<file path="src/hw/rtl/gkg_pkg.sv">
// shared types and constants of the gaussian kernel pipeline
package gkg_pkg;

   typedef struct packed {
      logic signed [31:0] gram_value;
      logic [30:0]        row_norm;
      logic [30:0]        col_norm;
   } req_type;

   typedef struct packed {
      logic [31:0] kernel_value;
      logic        saturated;
   } rsp_type;

   typedef enum logic [1:0] {
      KC_EXP,
      KC_ONE,
      KC_SAT,
      KC_ZERO
   } kclass_type;

   typedef struct packed {
      logic       valid;
      kclass_type kclass;
   } ctl_type;

   typedef struct packed {
      ctl_type     ctl;
      logic [36:0] xs;
   } scaled_type;

   typedef struct packed {
      logic [5:0]  shift;
      logic [31:0] r;
      logic [31:0] term;
      logic [32:0] sum;
   } series_data_type;

   typedef struct packed {
      ctl_type         ctl;
      series_data_type data;
   } series_type;

   localparam logic [31:0] LAMBDA_RESET = 32'h0100_0000;
   localparam logic [31:0] ONE_Q31      = 32'h8000_0000;
   localparam logic [31:0] LN2_Q32      = 32'hB172_17F8;
   localparam logic [16:0] INV_LN2      = 17'd94548;

   localparam int unsigned FRONT_STAGES  = 3;
   localparam int unsigned REDUCE_STAGES = 3;
   localparam int unsigned TERM_STAGES   = 3;
   localparam int unsigned BACK_STAGES   = 1;
   localparam int unsigned TERM_FIRST    = 2;
   localparam int unsigned TERM_LAST     = 24;
   localparam int unsigned LATENCY       = FRONT_STAGES + REDUCE_STAGES
                                           + (TERM_LAST - TERM_FIRST + 1) * TERM_STAGES
                                           + BACK_STAGES;

endpackage

</file>
<file path="src/hw/rtl/gkg_back.sv">
// scaling by 2^-n with rounding and result select
module gkg_back (
   input  logic                clock,
   input  logic                reset,
   input  gkg_pkg::series_type series,
   output logic                rsp_strobe,
   output gkg_pkg::rsp_type    rsp_data
);
   import gkg_pkg::*;

   logic [6:0]  amt;
   logic [33:0] rounded;
   logic [33:0] scaled;
   logic [31:0] kval;
   rsp_type     rsp_in, rsp_ff;
   logic        strobe_ff;

   always_comb begin
      amt     = 7'(series.data.shift) + 7'd1;
      rounded = 34'(series.data.sum) + (34'd1 << series.data.shift);
      scaled  = rounded >> amt;
      kval    = (series.data.shift > 6'd32) ? 32'd0 : scaled[31:0];
      unique case (series.ctl.kclass)
         KC_EXP: begin
            rsp_in.kernel_value = kval;
            rsp_in.saturated    = 1'b0;
         end
         KC_ONE: begin
            rsp_in.kernel_value = ONE_Q31;
            rsp_in.saturated    = 1'b0;
         end
         KC_SAT: begin
            rsp_in.kernel_value = ONE_Q31;
            rsp_in.saturated    = 1'b1;
         end
         KC_ZERO: begin
            rsp_in.kernel_value = 32'd0;
            rsp_in.saturated    = 1'b0;
         end
         default: begin
            rsp_in.kernel_value = 32'd0;
            rsp_in.saturated    = 1'b0;
         end
      endcase
   end

   always_ff @(posedge clock) begin
      if (reset) begin
         strobe_ff <= 1'b0;
      end else begin
         strobe_ff <= series.ctl.valid;
      end
   end

   always_ff @(posedge clock) begin
      rsp_ff <= rsp_in;
   end

   assign rsp_strobe = strobe_ff;
   assign rsp_data   = rsp_ff;

endmodule

</file>
<file path="config.mk">
export PLATFORM = sky130hd
export DESIGN_NAME = gkg_back
export DESIGN_NICKNAME = d
export VERILOG_FILES = /design/src/hw/rtl/gkg_pkg.sv /design/src/hw/rtl/gkg_back.sv
export SDC_FILE = /design/constraint.sdc
export NUM_CORES = 1
export LEC_CHECK = 0
export ABC_CLOCK_PERIOD_IN_PS = 9800
export BUFFER_PORTS_ARGS = -buffer_cell sky130_fd_sc_hd__buf_2
export CORE_ASPECT_RATIO = 1.25
export CORE_MARGIN = 2
export CORE_UTILIZATION = 60
export CTS_CLUSTER_DIAMETER = 50
export DETAILED_ROUTE_END_ITERATION = 8
export PLACE_DENSITY_LB_ADDON = 0.25
export RECOVER_POWER = 100
export SLEW_MARGIN = 30
export SYNTH_ARGS = -nofsm -noshare
export SYNTH_HDL_FRONTEND = slang
export SYNTH_SLANG_ARGS = --single-unit
</file>
<file path="constraint.sdc">
create_clock -name clock -period 9.8 [get_ports clock]
set_input_delay 1.96 -clock clock [delete_from_list [all_inputs] [get_ports clock]]
set_output_delay 1.96 -clock clock [all_outputs]
set_load 0.005 [all_outputs]
</file>
=== Word level (Yosys, flattened, before mapping) ===
Cells that the tools add are included.

* Flip-flop bits (word level): 34
* Bits of input ports: 108
* Output and inout port bits: 34
* Logic and storage cells: 14

* Add/subtract/negate cells: 2
* $lt $le $gt $ge: 1
* Equality and inequality tests: 3
* Shift-type cells: 2
* Muxes and demuxes: 2
* Reduce and logical (&&, ||, !) cells: 1

{| class="wikitable"
|+ Operator list
! cell !! count
|-
| 33-bit case mux with 4 select lines || 1
|-
| 33-bit by 34-bit adder with 34-bit output || 1
|-
| 1-bit by 6-bit << shifter with 34-bit output (first input constant) || 1
|-
| 34-bit by 7-bit >> shifter with 32-bit output || 1
|-
| 32-bit two-way mux || 1
|-
| 6-bit by 1-bit adder with 7-bit output (second input constant) || 1
|-
| 6-bit > comparator (second input constant) || 1
|-
| 2-bit == test (second input constant) || 2
|-
| 2-bit by 1-bit == test with 1-bit output (second input constant) || 1
|-
| 2-bit logical NOT || 1
|}

=== Logic depth before layout (Yosys ltp) ===
* Depth in word-level cells: 5
* Gate-level depth with buffers: 18
* Mapped depth without buffers: 15

=== Worst setup path after synthesis ===
OpenSTA, ideal clock, no wires.

* Path kind: in2reg
* Start point: input series[98] (netlist name)
* End point: register rsp_ff, in the netlist rsp_data[22]
* Library setup time: 0.080 ns
* Arrival: 6.262 ns
* Slack: 3.458 ns
* Stages on the path: 18
* Cell sequence: inv_1 clkbuf_1 buf_1 clkbuf_1 nand2_1 nor3_1 ha_1 clkbuf_1 a21oi_1 o21ai_0 a221oi_1 a21oi_1 a2111oi_1 xnor2_1 o22ai_1 or3_1 and2_4 a211oi_2

{| class="wikitable"
|+ RTL lines
! item !! RTL line !! source
|-
| start: declaration || gkg_back.sv:5 || <nowiki>input gkg_pkg::series_type series,</nowiki>
|-
| end signal: assignment || gkg_back.sv:56 || <nowiki>rsp_ff <= rsp_in;</nowiki>
|-
| end: declaration || gkg_back.sv:15 || <nowiki>rsp_type rsp_in, rsp_ff;</nowiki>
|}

==> run_results.csv <==
group,metric,value,unit
outcome,status,"complete, but fails checks",
timing,worstMarginPinSlew,1.736,ns
pwr,switching_share,0.3661,
timing,drv_slew,51,
clock_network,cts_buffers,5,
clock_network,cts_setup_buffers,0,
timing,fin_crit_sh,0.8414,
grt,antenna_found_initial,0,
detailed_routing,routed_wl,20680,um
clock_network,cts-resized-gates,0,
timing,slew_headroom,-0.1573,
detailed_routing,first_iter_violations,912,
yosys,ys_seq_area_frac,0.1228,
setup_path,end_kind,"flip-flop",
timing,setup_violations,0,
yosys,synthesis.instances,781,
clock_network,cts_tree,"yes",
layout,layout-drive-gt1-share,0.1439,
yosys,ys_types,82,
layout,area_delta_synth_final,9.388,%
layout,final_util,0.6682,
pwr,p_per_area,86.93,mW/mm^2
setup_path,cp.arrival,8.40,ns
job,drv_cap,2,
grt,grt.total_usage,0.4005,
yosys,ys_top_cells_by_count,"nand2_1, nor2_1, a21oi_1, clkbuf_1, o21ai_0",
yosys,syn_area_per_cell,7.099,sq um
detailed_routing,drt-vias-per-instance,7.157,
clock_network,root_buffer,"clkbuf_16",
die,rows,39,
timing,tns,0,ns
pwr,leakagePower,0.002551,uW
yosys,syn_nets,924,
grt,grt_pass1_wl,32650,um
yosys,synth-edff-count,0,
detailed_routing,drc,0,
detailed_routing,dr.pass1.iters,6,
die,floorplan.die.width,89.98,um
yosys,yosysMostFrequentCell,"nand2_1",
pwr,p_total,527.2,uW
yosys,synth_area_leaders,"dfxtp_1, ha_1, a21oi_1",
timing,min_period,8.246,ns
setup_path,start_kind,"input pin",
pwr,seq_power_share,0.272,
timing,rsz0062_at_grt,"no",
die,dieArea,0.01003,sq mm
die,initial_utilization,0.6108,
grt,overflow,0,
pwr,p_sw,193.0,uW
yosys,yosys_most_used_dff,"dfxtp_1",
grt,grt_pass1_vias,6241,
yosys,syn_area,0.005544,sq mm
placement,dp_hpwl,15830,um
clock_network,htree_levels,2,
placement,dp.cells,935,
clock_network,cts.path.max_buffers,2,
setup_path,timing.critical_path.fanout_max,39,
yosys,synth_seq_cells,34,
setup_path,required,9.95,ns
placement,gp_congestion,1.071,
timing,hold_viol_final,0,
yosys,synth_top_area_share,0.1228,
pwr,internal_power,334.2,uW
yosys,synthArstFlopShare,0,
timing,hold_ws,1.834,ns
yosys,synth_top_area_cell,"dfxtp_1",
min_path,min_path_type,"in -> reg",
grt,grt_max_degree,47,
placement,port-buffer-count,77,
clock_network,cts.sinks,34,
setup_path,cpMaxStageDelayCell,"o21ai_0",
layout,final_nets,962,
yosys,ys_warn_count,0,
setup_path,cp_cell_sequence,"clkbuf_1, inv_1, buf_4, nand2_1, nor3_1, ha_1, a21o_1, a221oi_1, a211o_1, o221ai_1, o21ai_0, nor2_1, o21a_1, a211oi_1, a2bb2oi_1, o21ai_0",
outcome,violations,"max-capacitance violations, max-slew violations",
die,ios,142,
pwr,combPwrFrac,0.398,
detailed_routing,wl_per_cell,21.93,um
layout,diodes,0,
setup_path,worstSetupPathType,"in -> reg",
clock_network,path_clk_slew,0.05,ns
clock_network,ctsHoldBuffers,0,
pwr,clkPwrFrac,0.330,
die,die_h,111.5,um
layout,finalNonFillerCells,943,
setup_path,cpPeakStageDelay,1.26,ns
detailed_routing,ant_nets,0,
detailed_routing,vias,6749,
setup_path,cp_common_cell,"o21ai_0",
pwr,ir_drop,0.05593,mV
die,core_area,0.009076,sq mm
timing,maxClockFrequency,121.3,MHz
layout,fillers,830,
cells by family after synthesis:
kind of cell               synth area share
and+or+nand+nor                      0.2548
AOI/OAI and AO/OA                    0.3600
buffers and inverters               0.04830
muxes                               0.08644
adders and majority gates           0.08034
DFF                                  0.1228
xor gates and xnor gates            0.04739
power by group through the flow:
| stage | registers, uW | clock network, uW | logic [uW] |
|---|---|---|---|
| after CTS | 143 | 172 | 202 |
| final | 143 | 174 | 210 |
| after detailed placement | 146 | 0 | 201 |
| after floorplan | 147 | 0 | 140 |
| after global routing | 144 | 178 | 223 |
| after global placement | 146 | 0 | 198 |
state kept, by name (all words and copies together) (netlist names):
register	count
rsp_strobe	1
rsp_data	33
layout make-up:
class / count / area [sq um] / share of cell area
clock buffers: 5 / 125.1 / 0.02063
inverters: 15 / 56.30 / 0.009284
well taps: 123 / 153.9 / 0.02538
flip-flops and latches: 34 / 680.7 / 0.1122
repair buffers: 83 / 424.2 / 0.06994
multi-input cells: 680 / 4584 / 0.7559
clock inverters: 3 / 40.04 / 0.006602
routing by layer:
| layer | share of wire | global-route usage | vias up |
|---|---|---|---|
| met4 | 0.082 | 0.2995 | 0 |
| li1 | - | - | 3067 |
| met1 | 0.37 | 0.4770 | 3074 |
| met2 | 0.46 | 0.6621 | 491 |
| met3 | 0.089 | 0.04804 | 117 |
| met5 | 0 | 0 | - |
cell usage in the layout, fill, tap and decap left out, drive strengths merged, types with 6 or more instances in the layout:
cell type	instances
mux2	9
a21oi	64
nand2b	6
inv	15
dfxtp	34
mux2i	22
nor2	83
o21a	19
o21ai	43
nand4	21
a31oi	9
o22ai	10
nand3	22
ha	34
xnor2	14
and2	11
nor3	35
o221ai	10
buf	79
clkbuf	9
or3	6
mux4	7
nor4	7
a211oi	13
o31ai	7
a21o	15
o211a	10
xor2	16
nand2	84
o211ai	16
per-stage QoR:
stage	area (sq um)	worst slack (ns)
floorplan	5544	3.458
CTS	6082	2.767
finish	6065	1.554
detailed placement	5917	2.555
global route	6065	1.250
global placement	5917	2.557
path summary, 6_finish.rpt:
path / start / endpoint / slack, ns / cells past startpoint
worst max-delay path: series[98] / rsp_data[3] / 1.55 / 16
worst min-delay path: reset / rsp_strobe / 1.83 / 2
worst max-delay path: cells and delay by family:
kind | cells | cell delay (ns)
AOI/OAI and AO/OA | 9 | 3.48
buffers and inverters | 3 | 1.63
and+or+nand+nor | 3 | 0.88
adders and majority gates | 1 | 0.44
Note: power is estimated with default switching activity, not from simulation.
