<file path="src/hw/rtl/gkg_pkg.sv">
// shared types and constants of the gaussian kernel pipeline
package gkg_pkg;

   typedef struct packed {
      logic signed [31:0] gram_value;
      logic [30:0]        row_norm;
      logic [30:0]        col_norm;
   } req_type;

   typedef struct packed {
      logic [31:0] kernel_value;
      logic        saturated;
   } rsp_type;

   typedef enum logic [1:0] {
      KC_EXP,
      KC_ONE,
      KC_SAT,
      KC_ZERO
   } kclass_type;

   typedef struct packed {
      logic       valid;
      kclass_type kclass;
   } ctl_type;

   typedef struct packed {
      ctl_type     ctl;
      logic [36:0] xs;
   } scaled_type;

   typedef struct packed {
      logic [5:0]  shift;
      logic [31:0] r;
      logic [31:0] term;
      logic [32:0] sum;
   } series_data_type;

   typedef struct packed {
      ctl_type         ctl;
      series_data_type data;
   } series_type;

   localparam logic [31:0] LAMBDA_RESET = 32'h0100_0000;
   localparam logic [31:0] ONE_Q31      = 32'h8000_0000;
   localparam logic [31:0] LN2_Q32      = 32'hB172_17F8;
   localparam logic [16:0] INV_LN2      = 17'd94548;

   localparam int unsigned FRONT_STAGES  = 3;
   localparam int unsigned REDUCE_STAGES = 3;
   localparam int unsigned TERM_STAGES   = 3;
   localparam int unsigned BACK_STAGES   = 1;
   localparam int unsigned TERM_FIRST    = 2;
   localparam int unsigned TERM_LAST     = 24;
   localparam int unsigned LATENCY       = FRONT_STAGES + REDUCE_STAGES
                                           + (TERM_LAST - TERM_FIRST + 1) * TERM_STAGES
                                           + BACK_STAGES;

endpackage

</file>
<file path="src/hw/rtl/gkg_front.sv">
// distance, scaling by lambda and underflow detection
module gkg_front (
   input  logic              clock,
   input  logic              reset,
   input  logic              start,
   input  gkg_pkg::req_type  req,
   input  logic [31:0]       lambda,
   output gkg_pkg::scaled_type scaled
);
   import gkg_pkg::*;

   logic signed [33:0] two_g;
   logic signed [33:0] distance;
   logic signed [33:0] neg_distance;
   ctl_type            s1_ctl_in, s1_ctl_ff, s2_ctl_ff, s3_ctl_in, s3_ctl_ff;
   logic [32:0]        mag_in, mag_ff;
   logic [47:0]        pp_lo_in, pp_lo_ff;
   logic [48:0]        pp_hi_in, pp_hi_ff;
   logic [64:0]        x;
   logic [36:0]        xs_ff;

   // stage 1: exponent argument and class
   always_comb begin
      two_g        = {req.gram_value[31], req.gram_value, 1'b0};
      distance     = two_g - $signed({3'b000, req.row_norm})
                     - $signed({3'b000, req.col_norm});
      neg_distance = -distance;
      mag_in       = neg_distance[32:0];
      s1_ctl_in.valid = start;
      if (distance == 34'sd0 || lambda == 32'd0) begin
         s1_ctl_in.kclass = KC_ONE;
      end else if (!distance[33]) begin
         s1_ctl_in.kclass = KC_SAT;
      end else begin
         s1_ctl_in.kclass = KC_EXP;
      end
   end

   // stage 2: partial products of magnitude times lambda
   always_comb begin
      pp_lo_in = 48'(mag_ff[15:0]) * 48'(lambda);
      pp_hi_in = 49'(mag_ff[32:16]) * 49'(lambda);
   end

   // stage 3: full product in q.40, underflow at 32.0
   always_comb begin
      x = {pp_hi_ff, 16'h0000} + {17'd0, pp_lo_ff};
      s3_ctl_in = s2_ctl_ff;
      if (s2_ctl_ff.kclass == KC_EXP && x[64:45] != 20'd0) begin
         s3_ctl_in.kclass = KC_ZERO;
      end
   end

   always_ff @(posedge clock) begin
      if (reset) begin
         s1_ctl_ff <= '0;
         s2_ctl_ff <= '0;
         s3_ctl_ff <= '0;
      end else begin
         s1_ctl_ff <= s1_ctl_in;
         s2_ctl_ff <= s1_ctl_ff;
         s3_ctl_ff <= s3_ctl_in;
      end
   end

   always_ff @(posedge clock) begin
      mag_ff   <= mag_in;
      pp_lo_ff <= pp_lo_in;
      pp_hi_ff <= pp_hi_in;
      xs_ff    <= x[44:8];
   end

   assign scaled.ctl = s3_ctl_ff;
   assign scaled.xs  = xs_ff;

endmodule

</file>
<file path="config.mk">
export PLATFORM = sky130hd
export DESIGN_NAME = gkg_front
export DESIGN_NICKNAME = d
export VERILOG_FILES = /design/src/hw/rtl/gkg_pkg.sv /design/src/hw/rtl/gkg_front.sv
export SDC_FILE = /design/constraint.sdc
export NUM_CORES = 2
export LEC_CHECK = 0
export BUFFER_PORTS_ARGS = -buffer_cell sky130_fd_sc_hd__buf_2
export CORE_ASPECT_RATIO = 2
export CORE_UTILIZATION = 30
export DETAILED_ROUTE_END_ITERATION = 8
export PLACE_DENSITY = 0.55
export SLEW_MARGIN = 20
export SYNTH_ARGS = -nofsm -noshare
export SYNTH_HDL_FRONTEND = slang
export SYNTH_SLANG_ARGS = --single-unit
</file>
<file path="constraint.sdc">
create_clock -name clock -period 9.15 [get_ports clock]
set_clock_uncertainty 0.15 [all_clocks]
set_input_delay 0.915 -clock clock [delete_from_list [all_inputs] [get_ports clock]]
set_output_delay 0.915 -clock clock [all_outputs]
set_load 0.05 [all_outputs]
</file>
; After elaboration in Yosys (flattened, before gate mapping)
; Index checks and enable logic that the tools add are counted.
[totals]
regBits = 176
input_bits = 129
output_inout_bits = 40
word_cells = 27
[classes]
addsub = 4
multipliers = 2
n_mux = 3
reduce_logical = 7
[ops]
columns = cell, count
row1 = adder 65 x 48 -> 65 bit, 1
row2 = multiplier 17 x 32 -> 49 bit, 1
row3 = multiplier 16 x 32 -> 48 bit, 1
row4 = zero test 34 bit, 1
row5 = subtractor 33 x 32 -> 34 bit, 1
row6 = subtractor 34 x 32 -> 34 bit, 1
row7 = negation 33 bit, 1
row8 = zero test 32 bit, 1
row9 = nonzero test 20 bit, 1
row10 = two-way mux 2 bit, 2
row11 = zero test 2 bit, 1
row12 = OR reduction 2 bit, 1
row13 = logical AND 1 bit, 1
row14 = logical OR 1 bit, 1
row15 = two-way mux 1 bit, 1

; Longest topological paths before layout
[logic_depth]
ltp_word = 5
mapped_depth = 26
ltp_nobuf = 25

; Worst setup path before layout
; OpenSTA, ideal clock, no wires.
[synth_timing]
kind = input to register
from = input lambda[11]
to = register pp_lo_ff[44]
setup_ns = 0.072
arrival_time_ns = 6.948
required_ns = 8.928
path_slack_ns = 1.980
path_stages = 23
path_buffers = 1
path_cell_list = clkbuf_1 nand2_1 fa_1 fa_1 fa_1 inv_1 fa_1 fa_1 inv_1 fa_1 inv_1 ha_1 and3_1 a221oi_1 and2_1 a31oi_1 a21oi_1 o31ai_1 a21oi_1 o2111ai_1 or3_1 a31oi_1 xnor2_1
[synth_via]
elab_chain_cells = 1
[synth_rtl]
columns = item, line_no
row1 = from (decl), gkg_front.sv:7  ; input logic [31:0] lambda,
row2 = multiplier 16 x 32 -> 48 bit, gkg_front.sv:41  ; pp_lo_in = 48'(mag_ff[15:0]) * 48'(lambda);
row3 = via pp_lo_in[44], gkg_front.sv:17  ; logic [47:0] pp_lo_in, pp_lo_ff;
row4 = to (signal assigned), gkg_front.sv:68  ; pp_lo_ff <= pp_lo_in;
row5 = to (decl), gkg_front.sv:17
; The timed path passes the listed nets, and every way through them passes these cells.
; A chain may end at the register's enable or synchronous reset.

; Worst setup path after layout
[layout_timing]
from = register mag_ff[3]
to = register pp_lo_ff[44]
[layout_via]
elab_chain_cells = 1
[layout_rtl]
columns = item, line_no
row1 = from (decl), gkg_front.sv:16  ; logic [32:0] mag_in, mag_ff;
row2 = from (signal assigned), gkg_front.sv:67  ; mag_ff <= mag_in;
row3 = multiplier 16 x 32 -> 48 bit, gkg_front.sv:41
row4 = via pp_lo_in[44], gkg_front.sv:17
; The timed path passes the listed nets, and every way through them passes these cells.

==> results.cfg <==
[timing]
fmax_ghz = 0.124
rsz0062_at_grt = no
setup_violations = 0
setup-tns-final_ps = 0
fin_crit_sh_pct = 88.3
worstMarginPinSlew_ps = 1120
fin_ws_ps = 1070
hold_violations = 0
slew_headroom_pct = 24.9
slew_viol_final = 0
fin_crit_ps = 8080

[clock_network]
cts_resized = 0
cts.clk_slew.worst_paths_ps = 60
numCtsBuffers = 25
clk_latency_ps = 560
tritoncts = built
post_cts_buffers = 0
hold_buffers = 0
cts.htree.levels = 4
clk_path_buf_depth = 3
root_buffer = clkbuf_16
cts_sinks = 168

[die]
row_count = 193
die_h_um = 530
fp.coreArea_um2 = 138000
num_io_pins = 169
die_area_um2 = 141000
fp.dieW_um = 266
initial_utilization_pct = 30.2

[critical_path]
reg2reg_depth = 23
crit_arrival_ps = 8420
path_class = reg2reg
r2r-start = mag_ff[3]
r2r-end = pp_lo_ff[44]
required_ps = 9480
reg2reg_slack_ps = 1070
endpoint_kind = register
crit_fanout = 15
start_kind = register

[worst_hold_path]
hold_depth = 0
worst_hold_startpoint = pp_lo_ff[14]
hp-class = reg2reg
holdPathEnd = xs_ff[6]

[cells_and_area]
syn_to_final_growth_pct = 8.94
fin_cells = 6728
layout_commonest_cell = inv_1
drive_gt1_share_pct = 6.76
nets = 6183
layout_common_cells = 1077 x inv_1, 897 x fa_1, 731 x nand2_1
utilization_pct = 32.9

[logic_synthesis]
yosys_warnings = 0
synth.top_cell.area_share_pct = 42.9
async_reset_ff_share_pct = 0
ys_ff_latch = 168
synthTopCellsByArea = fa_1 43%, inv_1 9.7%, ha_1 9.2%, dfxtp_1 8.0%, and2_1 6.7%
synth-edff-count = 0
synth_ff_type = dfxtp_1
syn_area_per_cell_um2 = 8.72
syn_area_um2 = 41800
syn_nets = 6128
ys_seq_area_share_pct = 8.04
ys_types = 76
synth_top_cell_by_area = fa_1
syn_inst = 4794

[placed_design]
post-place-ws_ps = 694
port-buffer-count = 168
dp_hpwl_um = 108000
numPlacedInstances = 6674
gp_congestion = 0.896

[status]
outcome = complete, no violations

[grt]
grt_pass1_wl_um = 206000
grt_pass1_vias = 36500
grt_max_degree = 35
grt_antenna_before_repair = 12
grt_overflow = 0
grt_use_total_pct = 19.5

[routing]
drt_iter0_markers = 1515
wirelength_um = 132000
dr.pass1.iters = 5
drc_errors = 0
vias_per_cell = 4.80
routedWlPerCell_um = 19.6
drtAntennaViolNets = 0
dr_total_vias = 32300

[job]
maxCapViolCount = 0
==> layer usage <==
| layer | track usage, % | wire, µm | part of all wire, % |
|---|---|---|---|
| met1 | 18.6 | 43300 | 33 |
| met3 | 2.20 | 4990 | 3.8 |
| met2 | 37.7 | 72200 | 55 |
| met5 | 0 | 41 | 0.031 |
| met4 | 14.4 | 11000 | 8.4 |
==> registers in the layout (all words and copies together) (netlist names) <==
signal	count
pp_hi_ff	49
pp_lo_ff	40
xs_ff	37
mag_ff	33
s1_ctl_ff	3
s2_ctl_ff	3
scaled	3
==> cell families after synthesis <==
kind of cell / Yosys count / share of synthesized area [%]
simple gates: 1513 / 17.7
xor+xnor: 156 / 3.27
fa+ha+maj: 1205 / 52.2
flops: 168 / 8.04
buf+inv: 1300 / 11.7
mux: 2 / 0.0479
compound gates: 450 / 7.06
==> synthesized netlist by cell type (7+ instances only) <==
| library cell | number |
|---|---|
| nor3_1 | 40 |
| clkbuf_1 | 218 |
| inv_1 | 1077 |
| dfxtp_1 | 168 |
| a211oi_1 | 16 |
| or2_2 | 7 |
| xnor2_1 | 106 |
| o2111ai_1 | 8 |
| nor2b_1 | 28 |
| o21ai_0 | 79 |
| o31ai_1 | 7 |
| or3_1 | 7 |
| a21o_1 | 75 |
| and4_1 | 10 |
| o211ai_1 | 15 |
| and3_1 | 17 |
| and2_1 | 445 |
| nor4_1 | 16 |
| nand4_1 | 31 |
| nand2_1 | 731 |
| o21bai_1 | 15 |
| nand2b_1 | 21 |
| nand3_1 | 34 |
| o21a_1 | 30 |
| a31oi_1 | 15 |
| nor2_1 | 100 |
| a21oi_1 | 132 |
| ha_1 | 308 |
| xor2_1 | 50 |
| fa_1 | 897 |
==> worst max-delay path: stages, from the launching register on <==
cell	delay, ps
dfxtp_1	880
buf_4	400
nand2_1	120
fa_1	500
fa_1	550
fa_1	520
inv_1	60
fa_1	490
fa_1	490
inv_1	50
fa_1	470
inv_1	40
ha_1	340
a21o_1	180
a21oi_1	190
nor2b_1	270
o2111ai_1	140
a21oi_1	480
o31ai_1	250
a21oi_1	410
o2111ai_1	290
or3_1	390
a31oi_1	220
xnor2_1	140
==> per-stage QoR <==
step	cell area (µm²)	hold slack, ps
final	45500	176
after detailed placement	44800	169
after CTS	45500	183
after floorplan	41800	160
after global routing	45500	193
after global placement	44800	166
==> worst max path at each step <==
stage / end / startpoint
2_1_floorplan: pp_lo_ff[44] / lambda[11]
3_3_place_gp: pp_lo_ff[44] / lambda[5]
3_5_place_dp: pp_lo_ff[44] / lambda[5]
4_1_cts: pp_lo_ff[44] / mag_ff[2]
5_1_grt: pp_lo_ff[44] / mag_ff[1]
6_report: pp_lo_ff[44] / mag_ff[3]
==> final cells by class <==
cell class / instances / area, µm²
timing repair buffer: 251 / 1480
inverter: 1077 / 4040
sequential: 168 / 3380
tap: 1852 / 2320
clock inverter: 5 / 55.1
antenna: 21 / 52.6
multi-input combinational: 3326 / 33600
fill: 14600 / 92800
clock buffer: 28 / 667
Power is not shown: default switching activity piles up to over one toggle a cycle in this logic, so the estimate is an artifact.
