File: src/hw/rtl/gkg_pkg.sv
// shared types and constants of the gaussian kernel pipeline
package gkg_pkg;

   typedef struct packed {
      logic signed [31:0] gram_value;
      logic [30:0]        row_norm;
      logic [30:0]        col_norm;
   } req_type;

   typedef struct packed {
      logic [31:0] kernel_value;
      logic        saturated;
   } rsp_type;

   typedef enum logic [1:0] {
      KC_EXP,
      KC_ONE,
      KC_SAT,
      KC_ZERO
   } kclass_type;

   typedef struct packed {
      logic       valid;
      kclass_type kclass;
   } ctl_type;

   typedef struct packed {
      ctl_type     ctl;
      logic [36:0] xs;
   } scaled_type;

   typedef struct packed {
      logic [5:0]  shift;
      logic [31:0] r;
      logic [31:0] term;
      logic [32:0] sum;
   } series_data_type;

   typedef struct packed {
      ctl_type         ctl;
      series_data_type data;
   } series_type;

   localparam logic [31:0] LAMBDA_RESET = 32'h0100_0000;
   localparam logic [31:0] ONE_Q31      = 32'h8000_0000;
   localparam logic [31:0] LN2_Q32      = 32'hB172_17F8;
   localparam logic [16:0] INV_LN2      = 17'd94548;

   localparam int unsigned FRONT_STAGES  = 3;
   localparam int unsigned REDUCE_STAGES = 3;
   localparam int unsigned TERM_STAGES   = 3;
   localparam int unsigned BACK_STAGES   = 1;
   localparam int unsigned TERM_FIRST    = 2;
   localparam int unsigned TERM_LAST     = 24;
   localparam int unsigned LATENCY       = FRONT_STAGES + REDUCE_STAGES
                                           + (TERM_LAST - TERM_FIRST + 1) * TERM_STAGES
                                           + BACK_STAGES;

endpackage

File: src/hw/rtl/gkg_reduce.sv
// range reduction by ln2 and series setup
module gkg_reduce (
   input  logic                clock,
   input  logic                reset,
   input  gkg_pkg::scaled_type scaled,
   output gkg_pkg::series_type series
);
   import gkg_pkg::*;

   ctl_type         s4_ctl_ff, s5_ctl_ff, s6_ctl_ff;
   logic [37:0]     est_prod;
   logic [5:0]      n_est_ff, n_est5_ff;
   logic [36:0]     xs4_ff;
   logic [37:0]     n_ln2;
   logic [37:0]     r0_full;
   logic [32:0]     r0_ff;
   logic [33:0]     sum_lo, sum_hi;
   logic [32:0]     r_hi;
   series_data_type s6_data_in, s6_data_ff;

   // stage 4: quotient estimate, low by at most one
   always_comb begin
      est_prod = 38'(scaled.xs[36:16]) * 38'(INV_LN2);
   end

   // stage 5: remainder of the estimate
   always_comb begin
      n_ln2   = 38'(n_est_ff) * 38'(LN2_Q32);
      r0_full = 38'(xs4_ff) - n_ln2;
   end

   // stage 6: correction and first series term
   always_comb begin
      r_hi   = r0_ff - 33'(LN2_Q32);
      sum_lo = 34'h1_0000_0000 - 34'(r0_ff);
      sum_hi = 34'h1_0000_0000 + 34'(LN2_Q32) - 34'(r0_ff);
      if (r0_ff >= 33'(LN2_Q32)) begin
         s6_data_in.shift = n_est5_ff + 6'd1;
         s6_data_in.r     = r_hi[31:0];
         s6_data_in.sum   = sum_hi[32:0];
      end else begin
         s6_data_in.shift = n_est5_ff;
         s6_data_in.r     = r0_ff[31:0];
         s6_data_in.sum   = sum_lo[32:0];
      end
      s6_data_in.term = s6_data_in.r;
   end

   always_ff @(posedge clock) begin
      if (reset) begin
         s4_ctl_ff <= '0;
         s5_ctl_ff <= '0;
         s6_ctl_ff <= '0;
      end else begin
         s4_ctl_ff <= scaled.ctl;
         s5_ctl_ff <= s4_ctl_ff;
         s6_ctl_ff <= s5_ctl_ff;
      end
   end

   always_ff @(posedge clock) begin
      n_est_ff   <= est_prod[37:32];
      xs4_ff     <= scaled.xs;
      n_est5_ff  <= n_est_ff;
      r0_ff      <= r0_full[32:0];
      s6_data_ff <= s6_data_in;
   end

   assign series.ctl  = s6_ctl_ff;
   assign series.data = s6_data_ff;

endmodule

File: config.mk
export PLATFORM = sky130hd
export DESIGN_NAME = gkg_reduce
export DESIGN_NICKNAME = d
export VERILOG_FILES = /design/src/hw/rtl/gkg_pkg.sv /design/src/hw/rtl/gkg_reduce.sv
export SDC_FILE = /design/constraint.sdc
export NUM_CORES = 1
export LEC_CHECK = 0
export BUFFER_PORTS_ARGS = -buffer_cell sky130_fd_sc_hd__buf_4
export CAP_MARGIN = 40
export CORE_MARGIN = 5
export CORE_UTILIZATION = 55
export DETAILED_ROUTE_END_ITERATION = 16
export PLACE_DENSITY = 0.86
export SLEW_MARGIN = 30
export SYNTH_ARGS = -nofsm -noshare
export SYNTH_HDL_FRONTEND = slang
export SYNTH_SLANG_ARGS = --single-unit
File: constraint.sdc
create_clock -name clock -period 9.9 [get_ports clock]
set_input_delay 1.98 -clock clock [delete_from_list [all_inputs] [get_ports clock]]
set_output_delay 1.98 -clock clock [all_outputs]
set_load 0.05 [all_outputs]
# --- Word-level counts from Yosys, hierarchy flattened ---
# Cells that the tools add are included.
totals:
  elab_cells: 23
  ff_bits: 158
  output_inout_bits: 106
op_classes:
  n_addsub: 5
  muxes: 2
  multipliers: 2
  magnitude_cmp: 1
op_table:
  columns: ["cell", "count"]
  rows:
  - ["subtractor 33 bit, first input constant", 2]
  - ["two-way mux 38 bit", 1]
  - ["multiplier 21 x 15 -> 36 bit, second input constant", 1]
  - ["greater-or-equal comparator 33 x 32 -> 1 bit, second input constant", 1]
  - ["two-way mux 33 bit", 1]
  - ["subtractor 33 bit", 1]
  - ["subtractor 32 bit, second input constant", 1]
  - ["multiplier 6 x 29 -> 30 bit, second input constant", 1]
  - ["adder 6 x 1 -> 6 bit, second input constant", 1]

# --- Logic depth before layout (Yosys ltp) ---
logic_depth:
  ltp_word: 2
  ltp_mapped: 27
  ltp_nobuf: 27

# --- Worst setup path after synthesis ---
# OpenSTA, ideal clock, no wires.
synth_timing:
  path_type: "input to register"
  from: "input port scaled[18] (netlist bit)"
  to: "register n_est_ff[5]"
  arrival_time_ns: 6.729
  stages: 17
  path_buffers: 0
  path_slack_ns: 3.053
  cell_sequence: "ha_1 fa_1 inv_1 fa_1 fa_1 fa_1 inv_1 fa_1 ha_1 a21o_1 a21o_1 a21o_1 a211oi_1 o211ai_1 a41o_1 o41a_1 xnor2_1"
synth_via:
  elab_chain_len: 1
synth_rtl:
  columns: ["item", "line", "text"]
  rows:
  - ["start, declared", "gkg_reduce.sv:5", "input gkg_pkg::scaled_type scaled,"]
  - ["multiplier 21 x 15 -> 36 bit", "gkg_reduce.sv:23", "est_prod = 38'(scaled.xs[36:16]) * 38'(INV_LN2);"]
  - ["net est_prod[37]", "gkg_reduce.sv:11", "logic [37:0] est_prod;"]
  - ["end signal, assigned", "gkg_reduce.sv:62", "n_est_ff <= est_prod[37:32];"]
  - ["end, declared", "gkg_reduce.sv:12", "logic [5:0] n_est_ff, n_est5_ff;"]
# The timed path passes the listed nets, and every way through them passes these cells.
# A chain may end at the register's enable or synchronous reset.

# --- Worst setup path in the final report ---
layout_timing:
  from: "register n_est_ff[0]"
  to: "register r0_ff[31]"
layout_via:
  elab_chain_len: 2
layout_rtl:
  columns: ["item", "line", "text"]
  rows:
  - ["multiplier 6 x 29 -> 30 bit", "gkg_reduce.sv:28", "n_ln2 = 38'(n_est_ff) * 38'(LN2_Q32);"]
  - ["subtractor 33 bit", "gkg_reduce.sv:29", "r0_full = 38'(xs4_ff) - n_ln2;"]
  - ["net r0_full[31]", "gkg_reduce.sv:15", "logic [37:0] r0_full;"]
  - ["end signal, assigned", "gkg_reduce.sv:65", "r0_ff <= r0_full[32:0];"]
  - ["end, declared", "gkg_reduce.sv:16", "logic [32:0] r0_ff;"]
# The timed path passes the listed nets, and every way through them passes these cells.

==> out/qor.yml <==
finish:
  final_common_cell: "inv_1"
  fin_nets: 2003
  layout_common_cells: "inv_1 (271), ha_1 (268), dfxtp_1 (157)"
  area_growth_syn_to_layout_pct: 13.1
  nFillCells: 1950
  drive_gt1_frac: 0.125
  diodes: 0
synth:
  synthCells: 1451
  yosysSeqAreaShare: 0.225
  synth.largest_area_cell: "ha_1"
  synth_top_area_frac: 0.240
  ys.flop_type: "dfxtp_1"
  ys_ff_latch: 157
  async_flop_share: 0
  syn-cell-area_sq_mm: 0.0139
  syn_area_per_cell_sq_um: 9.61
  synth_fp_nets: 1878
  ys_warn_count: 0
  synth_area_leaders: "ha_1 (24%), dfxtp_1 (23%), fa_1 (17%)"
  ys_types: 65
  synth_edf_count: 0
clock_network:
  holdBufCountCts: 0
  clock_latency_ns: 0.44
  clock_tree.root_cell: "clkbuf_16"
  htreeDepth: 4
  cts.sinks: 157
  post_cts_buffers: 0
  cts_made_buffers: 17
  cts_tree: "done"
  cts_resized: 0
  clkTransAtPathRegs_ns: 0.07
  cts_buffer_depth: 2
grt:
  track_usage: 0.228
  grt_pass1_wl_mm: 53.6
  grt_max_degree: 46
  grt_pass1_vias: 11200
  antenna_found_initial: 0
  gr-total-overflow: 0
worst_setup_path:
  crit_start: "n_est_ff[0]"
  rr_endpoint: "r0_ff[31]"
  r2r_start: "n_est_ff[0]"
  crit_type: "reg -> reg"
  cp_data_arrival_time_ns: 7.58
  startpoint_type: "flop"
  critPathCapture: "r0_ff[31]"
  reg2reg_slack_ns: 2.66
  reg2reg_depth: 25
  crit_path_end_kind: "flop"
  critPathRequiredTime_ns: 10.24
  worstPathMaxFanout: 8
die:
  initial_core_util: 0.555
  die_area_sq_mm: 0.0286
  ioPinCount: 148
  coreArea_sq_mm: 0.0251
  die_h_microns: 169
  die_w_microns: 169
  placementRows: 58
sta:
  timing.setup.tns_ns: 0
  fin_crit_ns: 7.24
  fmax_mhz: 138
  max_slew_margin: 0.502
  finalSetupViolations: 0
  slew_violations: 0
  rsz0062_at_grt: "no"
  hold_violations: 0
  fin_crit_sh: 0.732
  finClkSkew_ns: 0.00896
  tightestPinTransition_ns: 0.746
route:
  wl_met2_mm: 15.9
  initialDrtViolationCount: 716
  drc: 0
  wl_met1_mm: 13.0
  first_pass_iters: 7
  via_per_inst: 5.47
  met3_length_mm: 2.12
  vias: 10500
  routed_wl_mm: 32.0
  highest_layer: "met4"
  wire_per_inst_microns: 16.7
  drtAntennaViolNets: 0
placement:
  dp_hpwl_mm: 26.0
  gp_congestion: 0.930
  portBuffers: 147
outcome:
  status: "finished clean"
job:
  cap_violations: 0
min_path:
  min-delay-path-class: "reg -> reg"
-- per-stage QoR --
| step | setup slack [ns] | utilization | instances | hold WS, ns | area (sq um) |
|---|---|---|---|---|---|
| 2_1_floorplan | 3.05 | - | 1451 | 0.310 | 13900 |
| 3_3_place_gp | 2.71 | 0.604 | 1887 | 0.311 | 15200 |
| 3_5_place_dp | 2.60 | 0.604 | 1887 | 0.313 | 15200 |
| 4_1_cts | 2.67 | 0.628 | 1919 | 0.331 | 15800 |
| 5_1_grt | 2.18 | 0.628 | 1919 | 0.343 | 15800 |
| 6_report | 2.66 | 0.628 | 1919 | 0.329 | 15800 |
-- cells by family (layout without fill, tap and decap cells) --
family	Yosys count	in the layout	synth area share
buffers and inverters	313	451	0.0948
multiplexers	1	1	0.000807
flip-flops	157	157	0.225
adder cells (fa/ha/maj)	385	385	0.408
AO/OA/AOI/OAI	234	234	0.108
XOR/XNOR	125	125	0.0785
AND/OR/NAND/NOR	236	236	0.0837
-- worst max-delay path: stages, from the launching register on --
cell and delay [ns]:
dfxtp_1 0.64, inv_1 0.13, fa_1 0.59, inv_1 0.15, ha_1 0.31, inv_1 0.05, fa_1 0.50, inv_1 0.07
fa_1 0.48, a211oi_1 0.26, o31ai_1 0.17, o221a_2 0.31, o41ai_1 0.51, o21ai_0 0.36, nand3_1 0.16, and2_1 0.19
xor2_1 0.17, ha_1 0.30, a21o_1 0.17, a21oi_1 0.21, nand2_1 0.10, a211o_1 0.26, a31oi_1 0.35, nor3b_1 0.12
a211oi_1 0.37, xnor2_1 0.20
-- per-layer routing --
layer,vias up,global-route usage
li1,5023,-
met1,4985,0.276
met2,404,0.404
met3,91,0.0440
met4,0,0.0812
met5,-,0
-- state kept, by name, summed over array words and instances (netlist names) --
register   cells
series        73
s5_ctl_ff      3
n_est5_ff      6
xs4_ff        33
r0_ff         33
n_est_ff       6
s4_ctl_ff      3
-- synthesized netlist by cell type (3+ instances only) --
master	number
or2_2	5
ha_1	268
nand4_1	12
nand3b_1	3
and4_1	4
and3_1	5
a211oi_1	10
o21ai_0	44
o21a_1	6
nand3_1	24
fa_1	117
a21o_1	36
o31ai_1	6
and2_1	5
nand2_1	54
nor2_1	61
a21boi_0	5
o21bai_1	10
xor2_1	41
nor3_1	19
or3_1	4
a31oi_1	9
o211ai_1	5
clkbuf_1	5
xnor2_1	84
a21oi_1	73
dfxtp_1	157
inv_1	271
nand2b_1	11
nor2b_1	19
buf_4	34
-- worst min path at each step --
stage,start,endpoint,slack [ns],cells after the start
3_3_place_gp,xs4_ff[0],r0_ff[0],0.31,0
6_report,xs4_ff[2],r0_ff[2],0.33,0
4_1_cts,xs4_ff[2],r0_ff[2],0.33,0
2_1_floorplan,xs4_ff[0],r0_ff[0],0.31,0
3_5_place_dp,xs4_ff[1],r0_ff[1],0.31,0
5_1_grt,xs4_ff[0],r0_ff[0],0.34,0
-- final cells by class --
cell class                      instances  area (sq um)  area share
Multi-Input combinational cell        981          9480       0.601
Inverter                              272          1020      0.0647
Tap cell                              330           413      0.0262
Clock inverter                         15           191      0.0121
Sequential cell                       157          3140       0.199
Clock buffer                           17           425      0.0270
Timing Repair Buffer                  147          1100      0.0699
Power is not shown: default switching activity piles up to over one toggle a cycle in this logic, so the estimate is an artifact.
