File: config.mk
export PLATFORM = sky130hd
export DESIGN_NAME = gkg_term
export DESIGN_NICKNAME = d
export VERILOG_FILES = /design/src/hw/rtl/gkg_pkg.sv /design/src/hw/rtl/gkg_term.sv
export SDC_FILE = /design/constraint.sdc
export NUM_CORES = 2
export LEC_CHECK = 0
export BUFFER_PORTS_ARGS = -buffer_cell sky130_fd_sc_hd__clkbuf_2
export CAP_MARGIN = 30
export CORE_UTILIZATION = 49
export CTS_CLUSTER_SIZE = 8
export DETAILED_ROUTE_END_ITERATION = 6
export HOLD_SLACK_MARGIN = 0.06
export PLACE_DENSITY = 0.66
export RECOVER_POWER = 50
export SETUP_SLACK_MARGIN = 0.2
export SKIP_LAST_GASP = 1
export SYNTH_ARGS = -nofsm -noshare
export SYNTH_HDL_FRONTEND = slang
export SYNTH_SLANG_ARGS = --single-unit
File: constraint.sdc
create_clock -name clock -period 25.4 [get_ports clock]
set_clock_uncertainty 0.15 [all_clocks]
set_input_delay 3.81 -clock clock [delete_from_list [all_inputs] [get_ports clock]]
set_output_delay 3.81 -clock clock [all_outputs]
set_load 0.005 [all_outputs]
File: src/hw/rtl/gkg_pkg.sv
// shared types and constants of the gaussian kernel pipeline
package gkg_pkg;

   typedef struct packed {
      logic signed [31:0] gram_value;
      logic [30:0]        row_norm;
      logic [30:0]        col_norm;
   } req_type;

   typedef struct packed {
      logic [31:0] kernel_value;
      logic        saturated;
   } rsp_type;

   typedef enum logic [1:0] {
      KC_EXP,
      KC_ONE,
      KC_SAT,
      KC_ZERO
   } kclass_type;

   typedef struct packed {
      logic       valid;
      kclass_type kclass;
   } ctl_type;

   typedef struct packed {
      ctl_type     ctl;
      logic [36:0] xs;
   } scaled_type;

   typedef struct packed {
      logic [5:0]  shift;
      logic [31:0] r;
      logic [31:0] term;
      logic [32:0] sum;
   } series_data_type;

   typedef struct packed {
      ctl_type         ctl;
      series_data_type data;
   } series_type;

   localparam logic [31:0] LAMBDA_RESET = 32'h0100_0000;
   localparam logic [31:0] ONE_Q31      = 32'h8000_0000;
   localparam logic [31:0] LN2_Q32      = 32'hB172_17F8;
   localparam logic [16:0] INV_LN2      = 17'd94548;

   localparam int unsigned FRONT_STAGES  = 3;
   localparam int unsigned REDUCE_STAGES = 3;
   localparam int unsigned TERM_STAGES   = 3;
   localparam int unsigned BACK_STAGES   = 1;
   localparam int unsigned TERM_FIRST    = 2;
   localparam int unsigned TERM_LAST     = 24;
   localparam int unsigned LATENCY       = FRONT_STAGES + REDUCE_STAGES
                                           + (TERM_LAST - TERM_FIRST + 1) * TERM_STAGES
                                           + BACK_STAGES;

endpackage

File: src/hw/rtl/gkg_term.sv
// one taylor term of exp(-r): multiply, divide by k, accumulate
module gkg_term #(
   parameter int unsigned K = 2
) (
   input  logic                clock,
   input  logic                reset,
   input  gkg_pkg::series_type prev_stage,
   output gkg_pkg::series_type next_stage
);
   import gkg_pkg::*;

   localparam logic [31:0] RECIP    = 32'((64'd1 << 32) / K);
   localparam logic [4:0]  DIVISOR  = 5'(K);
   localparam bit          ADD_TERM = ((K % 2) == 0);

   ctl_type         a_ctl_ff, b_ctl_ff, c_ctl_ff;
   series_data_type a_data_ff, b_data_ff, c_data_in, c_data_ff;
   logic [63:0]     prod_in, prod_ff;
   logic [63:0]     qe_prod;
   logic [31:0]     p_ff, qe_ff;
   logic [36:0]     qk;
   logic [31:0]     rem;
   logic [31:0]     q;

   // stage a: previous term times r
   assign prod_in = 64'(prev_stage.data.term) * 64'(prev_stage.data.r);

   // stage b: reciprocal estimate of the quotient
   assign qe_prod = 64'(prod_ff[63:32]) * 64'(RECIP);

   // stage c: fix the estimate, add or subtract the term
   always_comb begin
      qk  = 37'(qe_ff) * 37'(DIVISOR);
      rem = p_ff - qk[31:0];
      q   = (rem >= 32'(DIVISOR)) ? qe_ff + 32'd1 : qe_ff;
      c_data_in      = b_data_ff;
      c_data_in.term = q;
      c_data_in.sum  = ADD_TERM ? b_data_ff.sum + 33'(q) : b_data_ff.sum - 33'(q);
   end

   always_ff @(posedge clock) begin
      if (reset) begin
         a_ctl_ff <= '0;
         b_ctl_ff <= '0;
         c_ctl_ff <= '0;
      end else begin
         a_ctl_ff <= prev_stage.ctl;
         b_ctl_ff <= a_ctl_ff;
         c_ctl_ff <= b_ctl_ff;
      end
   end

   always_ff @(posedge clock) begin
      a_data_ff <= prev_stage.data;
      prod_ff   <= prod_in;
      b_data_ff <= a_data_ff;
      p_ff      <= prod_ff[63:32];
      qe_ff     <= qe_prod[63:32];
      c_data_ff <= c_data_in;
   end

   assign next_stage.ctl  = c_ctl_ff;
   assign next_stage.data = c_data_ff;

endmodule

# ---- Yosys cells after proc, flatten, opt, wreduce, memory -nomap -nowiden
# Index checks and enable logic that the tools add are counted.
dict set report word_totals {
  reg_bits 381
  word_cells 25
  output_inout_bits 106
}
dict set report op_classes {
  n_addsub 3
  n_mul 1
  muxes 1
  n_lt_le_gt_ge 1
}
# cell count
set op_table {}
lappend op_table {{$mul 32x32->64} 1}
lappend op_table {{$add 33x32->33} 1}
lappend op_table {{$add 31x1->32 const B} 1}
lappend op_table {{$ge 32x2->1 const B} 1}
lappend op_table {{$mux 32} 1}
lappend op_table {{$sub 32x32->32} 1}

# ---- Longest topological paths before layout
dict set report logic_depth {
  depth_word 4
  ltp_mapped 30
  ltp_nobuf 29
}

# ---- Worst setup path before layout
# Ideal clock, no wire load.
dict set report synth_path {
  kind {input -> register}
  startpoint {input port prev_stage[67] (netlist name)}
  endpoint {register prod_ff[56]}
  setup_slack_ps 14639
  arrival_ps 10486
  stages 27
  t_required_ps 25125
  setup_ps 125
  path_cell_list {clkbuf_1 -> and2_1 -> fa_1 -> inv_1 -> fa_1 -> fa_1 -> fa_1 -> inv_1 -> fa_1 -> inv_1 -> fa_1 -> inv_1 -> fa_1 -> inv_1 -> fa_1 -> inv_1 -> ha_1 -> nand4_1 -> nor3_1 -> nand2_1 -> o211ai_1 -> a41oi_2 -> a2111oi_1 -> o21ai_2 -> nor2b_1 -> o311ai_0 -> nor2_1}
}
dict set report synth_via {
  elab_chain_len 1
}
# item line_no
set synth_rtl {}
lappend synth_rtl {{from (decl)} gkg_term.sv:7} ;# input gkg_pkg::series_type prev_stage,
lappend synth_rtl {{$mul 32x32->64} gkg_term.sv:26} ;# assign prod_in = 64'(prev_stage.data.term) * 64'(prev_stage.data.r);
lappend synth_rtl {{named net prod_in[56]} gkg_term.sv:18} ;# logic [63:0] prod_in, prod_ff;
lappend synth_rtl {{to (signal assigned)} gkg_term.sv:55} ;# prod_ff <= prod_in;
lappend synth_rtl {{to (decl)} gkg_term.sv:18}
# The timed path passes the listed nets, and every way through them passes these cells.
# A chain may end at the register's enable or synchronous reset.

# ---- Final worst setup path
dict set report layout_path {
  startpoint {input port prev_stage[42] (netlist name)}
  endpoint {register prod_ff[56]}
}
# The elaborated chain is that of the path after synthesis.

==> impl_metrics.toml <==
[status]
status = "completed"

[critical_path]
timing.critical_path.mode_cell = "fa_1"
cpMaxStageDelayCell = "a2111oi_1"
worstSetupEndpointType = "flip-flop"
worstSetupStartpoint = "prev_stage[42]"
critical_path_cell_by_cell = "clkbuf_2, and2_1, fa_1, fa_1, inv_1, fa_1, fa_1, fa_1, inv_1, fa_1, fa_1, fa_1, ha_1, nand4_1, nor3_1, nand2_1, o211ai_1, a41oi_2, a2111oi_1, o21ai_2, nor2b_1, o311ai_0, nor2_1"
worst-endpoint-arrival_ns = 12.32
critPathMaxStageDelay_ns = 0.77
r2r_slack_ns = 21.18
regToRegEndpoint = "next_stage[32]"
path_class = "primary input to flip-flop"
timing.critical_path.fanout_max = 32
stages_on_the_worst_setup_path = 23
cp.required_ns = 25.71
setup.worst_path.start_class = "primary input"
cp.buffers_inverters = 3
crit-reg2reg-launch = "p_ff[1]"
timing.reg2reg.worst_path_depth = 14
worst_path_dominant_cell_family = "adder cells"

[detailed_routing]
mean_routed_wirelength_per_cell_um = 18.97
detail_route.drc_violations = 0
dr.first_iter.drc_count = 1496
detailedRoute.firstPassIterationCount = 5
routed_wl_mm = 98.40
detail_route.vias_per_cell = 5.178
route.vias.total = 26850
detail-route-antenna-nets = 0

[synthesis]
asyncSetResetFlopFracSynth_pct = 0
yosysUniqueCellTypes = 53
yosys_top_cell_by_area = "fa_1"
synthesis.area_sq_mm = 0.03994
synthesis.nets = 5323
synth_cells = 4028
postSynthRegisterBits = 315
yosys_warnings = 0
synth_top_cells_by_area = "fa_1, dfxtp_1, and2_1"
synth_top_area_share_pct = 44.92
synth_edf_count = 0
syn-mean-instance-area_sq_um = 9.915
ys.flop_type = "dfxtp_1"
synth.yosys.seq_area_share_pct = 15.79

[hold_path]
timing.hold.worst_endpoint = "next_stage[68]"
holdPathStages = 0
worstHoldPathType = "flip-flop to flip-flop"
timing.hold.worst.start = "b_data_ff[68]"

[global_routing]
grt_util_all_layers_pct = 24.91
grt_start_max_net_pins = 34
grt_pass1_vias = 28980
globalRoute.totalOverflow = 0
antenna_found_initial = 4
grt_pass1_wl_mm = 158.8

[layout]
multi_input_gate_area_sq_mm = 0.02958
synthToLayoutAreaGrowth_pct = 7.930
area.sequential_sq_mm = 0.006306
final_common_cell = "fa_1"
n_fill_cell = 7268
fraction_of_final_layout_cells_with_drive_strength_greater_than_1_pct = 7.418
most-common-layout-cells = "fa_1, inv_1, and2_1, nand2_1, dfxtp_1"
nNetsFinal = 5415

[floorplan]
die_w_um = 287.5
design.portCount = 214
height_of_the_chip_um = 287.5
core_area_sq_mm = 0.08055
num_rows = 104
start_util_pct = 49.58
design.die.area_sq_mm = 0.08265

[sta]
finalSetupTns_ns = 0
fmax_mhz = 83.28
final_period_util_pct = 47.27
final_max_slew_viol_count = 0
worst-slew-pin-transition_ns = 1.046
maxSlewHeadroom_pct = 30.30
final_hold_viol_count = 0
number_of_setup_violations_in_the_final_report = 0
min_period_ns = 12.01
setup_repair_after_global_routing_missed_its_margin = "false"

[clock_network]
cts_resized = 0
post-cts-setup-buffer-count = 0
clkSlewWorstSetupHoldPaths_ns = 0.06
clk_root_buffer_cell = "clkbuf_16"
cts.hold.buffers_added = 0
clk_latency_ns = 0.59
tritoncts.num_buffers = 46
max-clock-path-buffers = 3
htree_levels = 2
clkSinkCount = 315
tritoncts_clock_tree = "yes"

[placed_design]
place.detailed.hpwl_mm = 72.78
portBuffers = 212
place.gp.congestion = 0.9013

[flow_run]
max_cap_violations = 0
==> worst max-delay path by stage <==
stage                  end  slack, ns
6_report       prod_ff[56]      13.39
5_1_grt        prod_ff[56]      13.19
4_1_cts        prod_ff[56]      13.58
3_5_place_dp   prod_ff[56]      12.97
3_3_place_gp   prod_ff[56]      13.06
2_1_floorplan  prod_ff[56]      14.64
==> sequential cells by signal, indices dropped and copies added (netlist names) <==
| register | count |
|---|---|
| b_ctl_ff | 3 |
| qe_ff | 1 |
| next_stage | 105 |
| a_ctl_ff | 3 |
| a_data_ff | 71 |
| b_data_ff | 71 |
| prod_ff | 31 |
| p_ff | 30 |
==> worst register-to-register path: cells and delay by family (launching register included) <==
kind	cells	cell delay [ns]
flip-flops	1	0.35
adder cells (fa/ha/maj)	2	0.59
AO/OA/AOI/OAI	8	2.41
XOR/XNOR	1	0.14
AND/OR/NAND/NOR	2	0.41
buffers and inverters	1	0.06
==> cells in the mapped netlist (2+ instances only) <==
library cell,instances
a2111oi_1,2
a211o_1,2
a211oi_1,11
a21o_1,40
a21oi_1,62
a22oi_1,2
a31oi_1,12
and2_1,590
and3_1,9
and4_1,4
clkbuf_1,198
dfxtp_1,315
fa_1,896
ha_1,291
inv_1,876
nand2_1,469
nand2b_1,8
nand3_1,19
nand4_1,9
nor2_1,32
nor2b_1,20
nor3_1,13
nor4_1,2
o211ai_1,5
o21a_1,8
o21ai_0,33
o21ai_1,4
o21ai_2,3
o21bai_1,5
o221ai_1,2
o31ai_1,2
or3_1,3
xnor2_1,46
xor2_1,16
==> kinds of logic (layout without fill, tap and decap cells) <==
family,Yosys count,in the layout,share of synthesized area (%)
XOR/XNOR,62,62,1.360
other,1,2,0.009390
buffers and inverters,1075,1172,10.11
AND/OR/NAND/NOR,1181,1181,15.30
adder cells (fa/ha/maj),1187,1187,54.03
flip-flops,315,315,15.79
AO/OA/AOI/OAI,207,207,3.396
==> stage by stage <==
stage / setup slack (ns) / hold WS (ns) / utilization [%] / cell area, sq um / std cells
6_report: 13.39 / 0.1619 / 53.51 / 43100 / 5186
5_1_grt: 13.19 / 0.1703 / 53.51 / 43100 / 5185
3_5_place_dp: 12.97 / 0.1621 / 51.90 / 41810 / 5132
2_1_floorplan: 14.64 / 0.1596 / - / 39940 / 4028
4_1_cts: 13.58 / 0.1577 / 53.52 / 43110 / 5185
3_3_place_gp: 13.06 / 0.1596 / 51.90 / 41810 / 5132
==> area by class of cell <==
class	instances	share of cell area, %
diodes	1	0.005806
clock buffers	48	2.734
clock inverters	5	0.2961
repair buffers	243	3.002
multi-input cells	2638	68.63
flip-flops and latches	315	14.63
well taps	1060	3.077
inverters	876	7.629
==> routing by layer <==
metal  global-route usage (%)  wire length (um)  part of all wire (%)
met5                        0                 0                     0
met4                    9.242              3753                   3.8
met3                    3.051              6033                   6.1
met2                    42.56             48990                    50
met1                    32.42             39620                    40
Power is not shown: default switching activity piles up to over one toggle a cycle in this logic, so the estimate is an artifact.
